File: src/sv/jsu_pkg.sv
// Shared types, codes and helper functions of the JSON string unescaper.
`timescale 1ns / 1ps
`default_nettype none

package jsu_pkg;

    localparam int MaxRes = 6;

    // decoder modes
    localparam logic [2:0] M_NORMAL  = 3'd0;
    localparam logic [2:0] M_ESC     = 3'd1;
    localparam logic [2:0] M_HEX1    = 3'd2;
    localparam logic [2:0] M_HIGH    = 3'd3;
    localparam logic [2:0] M_HIGH_BS = 3'd4;
    localparam logic [2:0] M_HEX2    = 3'd5;

    // result kinds
    localparam logic [2:0] K_BYTE       = 3'd0;
    localparam logic [2:0] K_END        = 3'd1;
    localparam logic [2:0] K_UNTERM_STR = 3'd2;
    localparam logic [2:0] K_UNTERM_ESC = 3'd3;
    localparam logic [2:0] K_UNTERM_U   = 3'd4;
    localparam logic [2:0] K_BAD_HEX    = 3'd5;
    localparam logic [2:0] K_BAD_ESC    = 3'd6;

    // characters
    localparam logic [7:0] ChQuote  = 8'h22;
    localparam logic [7:0] ChBslash = 8'h5C;
    localparam logic [7:0] ChSlash  = 8'h2F;
    localparam logic [7:0] ChB      = 8'h62;
    localparam logic [7:0] ChF      = 8'h66;
    localparam logic [7:0] ChN      = 8'h6E;
    localparam logic [7:0] ChR      = 8'h72;
    localparam logic [7:0] ChT      = 8'h74;
    localparam logic [7:0] ChU      = 8'h75;

    localparam logic [15:0] SurHiMin = 16'hD800;
    localparam logic [15:0] SurHiMax = 16'hDBFF;
    localparam logic [15:0] SurLoMin = 16'hDC00;
    localparam logic [15:0] SurLoMax = 16'hDFFF;
    localparam logic [20:0] SupBase  = 21'h10000;
    localparam logic [20:0] ReplCp   = 21'h00FFFD;

    localparam logic [7:0] Lead2    = 8'hC0;
    localparam logic [7:0] Lead3    = 8'hE0;
    localparam logic [7:0] Lead4    = 8'hF0;
    localparam logic [7:0] ContMark = 8'h80;
    localparam logic [7:0] ContMask = 8'h3F;

    typedef struct packed {
        logic [2:0]  mode;
        logic [1:0]  hex_count;
        logic [15:0] hex_accum;
        logic [9:0]  high_unit;
    } t_state;

    localparam t_state StateIdle = '{mode: M_NORMAL, hex_count: 2'd0,
                                     hex_accum: 16'd0, high_unit: 10'd0};

    typedef struct packed {
        logic [7:0] data;
        logic [2:0] kind;
    } t_result;

    typedef t_result [MaxRes-1:0] t_res_vec;

    typedef struct packed {
        logic [2:0]      len;
        logic [3:0][7:0] b;
    } t_utf8;

    // {valid, digit}; valid low for a non-hex character
    function automatic logic [4:0] hex_val(input logic [7:0] c);
        logic [4:0] r;
        r = 5'd0;
        if (c >= 8'h30 && c <= 8'h39) begin
            r = {1'b1, 4'(c - 8'h30)};
        end else if (c >= 8'h61 && c <= 8'h66) begin
            r = {1'b1, 4'(c - 8'h57)};
        end else if (c >= 8'h41 && c <= 8'h46) begin
            r = {1'b1, 4'(c - 8'h37)};
        end
        return r;
    endfunction

    function automatic t_utf8 utf8_enc(input logic [20:0] cp);
        t_utf8 e;
        e = '0;
        if (cp <= 21'h7F) begin
            e.len  = 3'd1;
            e.b[0] = cp[7:0];
        end else if (cp <= 21'h7FF) begin
            e.len  = 3'd2;
            e.b[0] = Lead2 | {3'b000, cp[10:6]};
            e.b[1] = ContMark | ({2'b00, cp[5:0]} & ContMask);
        end else if (cp <= 21'hFFFF) begin
            e.len  = 3'd3;
            e.b[0] = Lead3 | {4'b0000, cp[15:12]};
            e.b[1] = ContMark | ({2'b00, cp[11:6]} & ContMask);
            e.b[2] = ContMark | ({2'b00, cp[5:0]} & ContMask);
        end else begin
            e.len  = 3'd4;
            e.b[0] = Lead4 | {5'b00000, cp[20:18]};
            e.b[1] = ContMark | ({2'b00, cp[17:12]} & ContMask);
            e.b[2] = ContMark | ({2'b00, cp[11:6]} & ContMask);
            e.b[3] = ContMark | ({2'b00, cp[5:0]} & ContMask);
        end
        return e;
    endfunction

endpackage

`default_nettype wire

File: src/sv/json_string_unescape_utf8_top.sv
// JSON string body unescaper with UTF-8 output, one byte a word in and out.
// The first result word of an item is registered and shows in the cycle after the item
// is taken. The single result buffer drains one word a cycle while the output is ready;
// a new input byte is taken only once the last held word leaves. Input bytes that give
// one result or none stream at one per cycle while the output is ready.
// Reset: synchronous, active low; clears the decoder state and empties the buffer.
`timescale 1ns / 1ps
`default_nettype none

module json_string_unescape_utf8_top import jsu_pkg::*; (
    input  wire logic       i_clk,
    input  wire logic       i_rst_n,
    input  wire logic [7:0] i_in_byte,
    input  wire logic       i_end_of_text,
    input  wire logic       i_in_valid,
    output logic            o_in_ready,
    output logic [7:0]      o_out_byte,
    output logic [2:0]      o_kind,
    output logic            o_last,
    output logic            o_out_valid,
    input  wire logic       i_out_ready
);

    t_state     r_state;
    t_state     n_state;
    logic [2:0] num;
    t_res_vec   res;
    logic       accept;

    assign accept = i_in_valid && o_in_ready;

    jsu_decode u_decode (
        .i_state       (r_state),
        .i_in_byte     (i_in_byte),
        .i_end_of_text (i_end_of_text),
        .o_next        (n_state),
        .o_num         (num),
        .o_res         (res)
    );

    jsu_outbuf u_outbuf (
        .i_clk       (i_clk),
        .i_rst_n     (i_rst_n),
        .i_load      (accept && num != 3'd0),
        .i_num       (num),
        .i_res       (res),
        .i_pop_ready (i_out_ready),
        .o_can_load  (o_in_ready),
        .o_valid     (o_out_valid),
        .o_data      (o_out_byte),
        .o_kind      (o_kind),
        .o_last      (o_last)
    );

    always_ff @(posedge i_clk) begin
        if (!i_rst_n) begin
            r_state <= StateIdle;
        end else if (accept) begin
            r_state <= n_state;
        end
    end

endmodule

`default_nettype wire

File: src/sv/jsu_decode.sv
// Next-state and result-word logic for one input byte of the string body.
`timescale 1ns / 1ps
`default_nettype none

module jsu_decode import jsu_pkg::*; (
    input  wire t_state     i_state,
    input  wire logic [7:0] i_in_byte,
    input  wire logic       i_end_of_text,
    output t_state          o_next,
    output logic [2:0]      o_num,
    output t_res_vec        o_res
);

    localparam t_utf8 ReplEnc = utf8_enc(ReplCp);

    t_state          nxt;
    logic            pre;
    logic            use_cp;
    logic [20:0]     cp_sel;
    logic            tok_valid;
    t_result         tok;
    logic            do_norm;
    logic            do_esc;
    logic [4:0]      hv;
    logic [15:0]     v;
    t_utf8           enc;
    t_result [3:0]   main_w;
    logic [2:0]      main_len;

    assign hv  = hex_val(i_in_byte);
    assign v   = {i_state.hex_accum[11:0], hv[3:0]};
    assign enc = utf8_enc(cp_sel);

    always_comb begin
        nxt       = i_state;
        pre       = 1'b0;
        use_cp    = 1'b0;
        cp_sel    = '0;
        tok_valid = 1'b0;
        tok       = '0;
        do_norm   = 1'b0;
        do_esc    = 1'b0;

        if (i_end_of_text) begin
            nxt       = StateIdle;
            tok_valid = 1'b1;
            unique case (i_state.mode)
                M_ESC:          tok.kind = K_UNTERM_ESC;
                M_HEX1, M_HEX2: tok.kind = K_UNTERM_U;
                M_HIGH: begin
                    pre      = 1'b1;
                    tok.kind = K_UNTERM_STR;
                end
                M_HIGH_BS: begin
                    pre      = 1'b1;
                    tok.kind = K_UNTERM_ESC;
                end
                default:        tok.kind = K_UNTERM_STR;
            endcase
        end else begin
            unique case (i_state.mode)
                M_ESC: do_esc = 1'b1;
                M_HEX1, M_HEX2: begin
                    if (!hv[4]) begin
                        tok_valid = 1'b1;
                        tok.kind  = K_BAD_HEX;
                        nxt       = StateIdle;
                    end else if (i_state.hex_count != 2'd3) begin
                        nxt.hex_accum = v;
                        nxt.hex_count = i_state.hex_count + 2'd1;
                    end else begin
                        nxt.hex_count = 2'd0;
                        nxt.hex_accum = 16'd0;
                        nxt.mode      = M_NORMAL;
                        if (i_state.mode == M_HEX1) begin
                            if (v >= SurHiMin && v <= SurHiMax) begin
                                nxt.high_unit = v[9:0];
                                nxt.mode      = M_HIGH;
                            end else begin
                                use_cp = 1'b1;
                                cp_sel = {5'd0, v};
                            end
                        end else begin
                            use_cp        = 1'b1;
                            nxt.high_unit = 10'd0;
                            if (v >= SurLoMin && v <= SurLoMax) begin
                                cp_sel = SupBase + {1'b0, i_state.high_unit, v[9:0]};
                            end else begin
                                // mismatched pair: replacement, then the unit alone
                                pre    = 1'b1;
                                cp_sel = {5'd0, v};
                            end
                        end
                    end
                end
                M_HIGH: begin
                    if (i_in_byte == ChBslash) begin
                        nxt.mode = M_HIGH_BS;
                    end else begin
                        pre           = 1'b1;
                        nxt.high_unit = 10'd0;
                        do_norm       = 1'b1;
                    end
                end
                M_HIGH_BS: begin
                    if (i_in_byte == ChU) begin
                        nxt.mode      = M_HEX2;
                        nxt.hex_count = 2'd0;
                        nxt.hex_accum = 16'd0;
                    end else begin
                        pre           = 1'b1;
                        nxt.high_unit = 10'd0;
                        do_esc        = 1'b1;
                    end
                end
                default: do_norm = 1'b1;
            endcase

            if (do_norm) begin
                if (i_in_byte == ChQuote) begin
                    tok_valid = 1'b1;
                    tok.kind  = K_END;
                    nxt       = StateIdle;
                end else if (i_in_byte == ChBslash) begin
                    nxt.mode = M_ESC;
                end else begin
                    tok_valid = 1'b1;
                    tok       = '{data: i_in_byte, kind: K_BYTE};
                    nxt.mode  = M_NORMAL;
                end
            end

            if (do_esc) begin
                nxt.mode  = M_NORMAL;
                tok_valid = 1'b1;
                tok.kind  = K_BYTE;
                unique case (i_in_byte)
                    ChQuote, ChBslash, ChSlash: tok.data = i_in_byte;
                    ChB: tok.data = 8'h08;
                    ChF: tok.data = 8'h0C;
                    ChN: tok.data = 8'h0A;
                    ChR: tok.data = 8'h0D;
                    ChT: tok.data = 8'h09;
                    ChU: begin
                        tok_valid     = 1'b0;
                        nxt.mode      = M_HEX1;
                        nxt.hex_count = 2'd0;
                        nxt.hex_accum = 16'd0;
                    end
                    default: begin
                        tok.kind = K_BAD_ESC;
                        nxt      = StateIdle;
                    end
                endcase
            end
        end
    end

    // main part: an encoded code point, a single word, or nothing
    always_comb begin
        main_w   = '0;
        main_len = 3'd0;
        if (use_cp) begin
            main_len = enc.len;
            for (int k = 0; k < 4; k++) begin
                main_w[k] = '{data: enc.b[k], kind: K_BYTE};
            end
        end else if (tok_valid) begin
            main_len  = 3'd1;
            main_w[0] = tok;
        end
    end

    // place the optional replacement character ahead of the main part
    always_comb begin
        int idx;
        for (int i = 0; i < MaxRes; i++) begin
            idx = pre ? i - 3 : i;
            if (pre && i < 3) begin
                o_res[i] = '{data: ReplEnc.b[i], kind: K_BYTE};
            end else if (idx >= 0 && idx < 4) begin
                o_res[i] = main_w[idx[1:0]];
            end else begin
                o_res[i] = '0;
            end
        end
    end

    assign o_num  = pre ? main_len + 3'd3 : main_len;
    assign o_next = nxt;

endmodule

`default_nettype wire

File: src/sv/jsu_outbuf.sv
// Result buffer: holds the words of one item and drains them one a cycle while the output is ready.
`timescale 1ns / 1ps
`default_nettype none

module jsu_outbuf import jsu_pkg::*; (
    input  wire logic       i_clk,
    input  wire logic       i_rst_n,
    input  wire logic       i_load,
    input  wire logic [2:0] i_num,
    input  wire t_res_vec   i_res,
    input  wire logic       i_pop_ready,
    output logic            o_can_load,
    output logic            o_valid,
    output logic [7:0]      o_data,
    output logic [2:0]      o_kind,
    output logic            o_last
);

    t_res_vec   r_res;
    logic [2:0] r_cnt;
    logic       pop;

    assign o_valid    = (r_cnt != 3'd0);
    assign pop        = o_valid && i_pop_ready;
    // free when empty, or once the last held word leaves this cycle
    assign o_can_load = (r_cnt == 3'd0) || (r_cnt == 3'd1 && i_pop_ready);
    assign o_data     = r_res[0].data;
    assign o_kind     = r_res[0].kind;
    assign o_last     = (r_cnt == 3'd1);

    always_ff @(posedge i_clk) begin
        if (!i_rst_n) begin
            r_cnt <= 3'd0;
        end else if (i_load) begin
            r_cnt <= i_num;
        end else if (pop) begin
            r_cnt <= r_cnt - 3'd1;
        end
    end

    always_ff @(posedge i_clk) begin
        if (i_load) begin
            r_res <= i_res;
        end else if (pop) begin
            for (int i = 0; i < MaxRes - 1; i++) begin
                r_res[i] <= r_res[i+1];
            end
            r_res[MaxRes-1] <= '0;
        end
    end

endmodule

`default_nettype wire

File: config.mk
export PLATFORM = sky130hd
export DESIGN_NAME = json_string_unescape_utf8_top
export DESIGN_NICKNAME = d
export VERILOG_FILES = /design/src/sv/jsu_pkg.sv /design/src/sv/json_string_unescape_utf8_top.sv /design/src/sv/jsu_decode.sv /design/src/sv/jsu_outbuf.sv
export SDC_FILE = /design/constraint.sdc
export NUM_CORES = 1
export LEC_CHECK = 0
export BUFFER_PORTS_ARGS = -buffer_cell sky130_fd_sc_hd__buf_2
export CORE_UTILIZATION = 28
export DETAILED_ROUTE_END_ITERATION = 7
export PLACE_DENSITY = 0.53
export SYNTH_ARGS = -nofsm -noshare
export SYNTH_HDL_FRONTEND = slang
export SYNTH_SLANG_ARGS = --single-unit
export TNS_END_PERCENT = 5
File: constraint.sdc
create_clock -name i_clk -period 4.9 [get_ports i_clk]
set_input_delay 0.98 -clock i_clk [delete_from_list [all_inputs] [get_ports i_clk]]
set_output_delay 0.98 -clock i_clk [all_outputs]
set_load 0.02 [all_outputs]
==> summary.md <==
| Metric | Value |
|---|---|
| Vias in the first global route | around 4600 |
| Post-Route WL | ~16 mm |
| Final hold vios | 0 |
| Most common cell after layout, fill and taps aside | edfxtp_1 |
| Chip width | 146.1 um |
| Routed Antenna Nets | 0 |
| Layout fillers | 2133 |
| Largest net degree at the start of global routing | 68 |
| Rel. slew slack | 0.3957 |
| Worst setup SP type | input port |
| Post-synth EDFFs | 66 |
| Root Buffer | clkbuf_16 |
| VDD IR-drop max | between 0.2 and 0.3 mV |
| Tot GR Track Use | 0.1516 |
| Crit-path slowest cell | or4_4 |
| Commonest non-fill, non-tap cells in the layout | 66 x edfxtp_1, 65 x nand2_1, 49 x nor2_1 |
| Clock Skew | a little over 0.009 ns |
| Fmax | 0.2318 GHz |
| PwrDens | 468.0 nW/um2 |
| Global-route wire length before repair | 25.16 mm |
| CTS Buf Count | 9 |
| Critical path, cell by cell | buf_2 -> or3b_1 -> or4_4 -> a221oi_2 -> nand2_1 -> o21bai_2 -> inv_1 -> ha_1 -> a41oi_4 -> buf_12 -> nand2_1 -> o211ai_1 |
| WHS | 0.5083 ns |
| Die area | between 20000 and 25000 um2 |
| Worst endpoint required time | 5.10 ns |
| Hold_buf cts | 0 |
| Hold Path Class | reg2reg |
| Clk_lat worst skew | roughly 0.36 ns |
| FF+latch count, synth | between 90 and 100 |
| 1st-iter DRT viols | 471 |
| Final setup viols | 0 |
| TritonRoute pass-1 iters | 6 |
| Dominant synthesized flop cell | edfxtp_1 |
| CP dominant cell by count | nand2_1 |
| Clock transition at path regs | 0.07 ns |
| Area after DPL | just over 6000 um2 |
| Maxcap violations | 0 |
| Critical path's largest stage delay | approximately 0.58 ns |
| CORE AREA | 20300 um2 |
| CP Buf/Inv Count | 3 |
| Fin nets | 642 |
| Total power | 3.036 mW |
| Multi-input gate area | around 2900 um2 |
| Worst EP arrival | 4.51 ns |
| Reg area | 2582 um2 |
| Ant diodes | 0 |
| Port bufs | 26 |
| Final period util | 0.8805 |
| Synthesized instance count | between 600 and 700 |
| Unique masters post-synth | 81 |
| Synth warnings | 0 |
| Avg Inst Size Synth | 9.481 um2 |
| Grt ovf | 0 |
| FFs w/ async S/R, synth | 0 |
| Setup Fix Bufs, Post-CTS | 0 |
| Boundary Pins | 27 |
| Chip height | 146.1 um |
| Post-CTS Resized | 0 |
| Clock sink count | 96 |
| Leakage | 2.237 nW |
| DR vias/cell | 5.297 |
| Critical path's top delay family | simple AND/OR/NAND/NOR gates |
| Mapped Area | 5812 um2 |
| Worst Tran Pin Value | 0.9065 ns |
| GPL Wtd Cong | 0.8640 |
| DP HPWL | 11.35 mm |
| # DRC | 0 |
| Share of cells above drive strength 1 | 0.1348 |
| Crit path time final | 4.314 ns |
| CP Class | in2reg |
| Crit path capture type | register |
| Finished Cell Area | 6489 um2 |
| Antenna violations before repair | 0 |
| Routed WL per cell | between 15 and 20 um |
| Fin cells | 893 |
| Post-route setup TNS | 0 ns |
| Worst Path Max Fanout | 39 |
| Sequential fraction of the synthesis area | 0.4443 |
| DP Cell Count | 877 |
| H-tree Lvls | 3 |
| Vias | 4730 |
| Area growth syn-to-layout | 11.65% |
| Status | completed |
| CTS max path bufs | 2 |
| RSZ-0062 raised after global routing | false |
| TritonCTS clock tree | built |
| Pins Over Slew Limit | 0 |
| Initial Util | 0.2863 |
| Core Rows | between 50 and 60 |
==> registers in the layout (all words and copies together), names as in the netlist <==
name             cells
r_state             27
u_outbuf.o_data      8
u_outbuf.r_res      55
u_outbuf.r_cnt       3
u_outbuf.o_kind      3
==> through the flow <==
step,utilization,setup slack (ns)
6_report,0.3197,0.5858
3_3_place_gp,0.3047,0.3396
3_5_place_dp,0.3047,0.2104
5_1_grt,0.3197,0.3699
2_1_floorplan,-,0.2918
4_1_cts,0.3197,0.6080
==> worst paths after layout <==
kind	end	cells past startpoint	start	slack, ns
setup / recovery	u_outbuf.r_res[38]$_DFFE_PP_	12	i_in_byte[6]	0.59
setup reg to reg	u_outbuf.r_res[38]$_DFFE_PP_	11	r_state[29]$_SDFFE_PN0P_	0.75
hold / removal	r_state[5]$_SDFFE_PN0P_	1	r_state[5]$_SDFFE_PN0P_	0.51
hold reg to reg	r_state[5]$_SDFFE_PN0P_	1	r_state[5]$_SDFFE_PN0P_	0.51
==> cells in the mapped netlist (3+ instances only) <==
library cell	n	area, um2
nand2b_1	10	62.56
or2_2	5	31.28
and2_1	20	125.1
nor3b_1	4	30.03
a41oi_1	5	43.79
o21ai_0	30	150.1
o311a_1	3	30.03
nor3_1	13	65.06
o211a_1	3	30.03
clkbuf_1	22	82.58
inv_1	6	22.52
xor2_1	3	26.28
xnor2_1	5	43.79
nand3b_1	4	30.03
or3_1	5	31.28
nor2b_1	26	162.7
a21o_1	4	30.03
ha_1	11	137.6
a211oi_1	3	22.52
nor2_1	49	183.9
buf_6	4	45.04
o211ai_1	8	60.06
a31oi_1	23	143.9
and3_1	5	31.28
a22oi_1	20	150.1
nand3_1	12	60.06
mux2_2	4	45.04
nor4_1	3	18.77
a21boi_0	5	37.54
nand2_1	65	244.0
a21oi_1	31	155.2
buf_4	16	120.1
a22o_1	8	70.07
a211o_1	3	26.28
mux2i_1	4	40.04
a2bb2oi_1	3	26.28
o22a_1	3	26.28
dfxtp_1	30	600.6
edfxtp_1	66	1982
o21ai_1	3	15.01
o31ai_1	10	75.07
buf_2	9	45.04
==> where the power goes <==
group / total (mW) / internal [mW] / switching (mW)
registers: 1.40 / 1.32 / 0.0789
logic: 0.933 / 0.336 / 0.597
clock network: 0.707 / 0.360 / 0.347
==> cell type report <==
cell class / instances / share of cell area
timing repair buffer: 43 / 0.04551
clock inverter: 7 / 0.01196
multi-input combinational: 462 / 0.4543
sequential: 96 / 0.3980
tap: 270 / 0.05206
clock buffer: 9 / 0.03471
inverter: 6 / 0.003471
==> layer usage <==
metal | vias up | global-route usage | share of wire
met2 | 119 | 0.2359 | 0.46
met3 | 24 | 0.03000 | 0.045
met1 | 2283 | 0.2026 | 0.47
li1 | 2304 | - | -
met4 | 0 | 0.07031 | 0.030
met5 | - | 0 | 0
==> logic make-up (layout without fill, tap and decap cells) <==
group | count (synthesis) | in the layout | share of synthesized area
adder cells (fa/ha/maj) | 11 | 11 | 0.02368
XOR/XNOR | 8 | 8 | 0.01206
other | 1 | 4 | 0.0006452
flip-flops | 96 | 96 | 0.4443
AND/OR/NAND/NOR | 239 | 239 | 0.2144
AO/OA/AOI/OAI | 192 | 192 | 0.2351
buffers and inverters | 58 | 65 | 0.05511
multiplexers | 8 | 8 | 0.01464
==> worst reg2reg max path: cells and delay by family, from the launching register on <==
family          cells  cell delay (ns)
compound gates      5             1.60
fa+ha+maj           1             0.36
buf+inv             2             0.31
flops               1             0.61
simple gates        3             1.12
No activity file was read; power rests on OpenSTA's default activity.
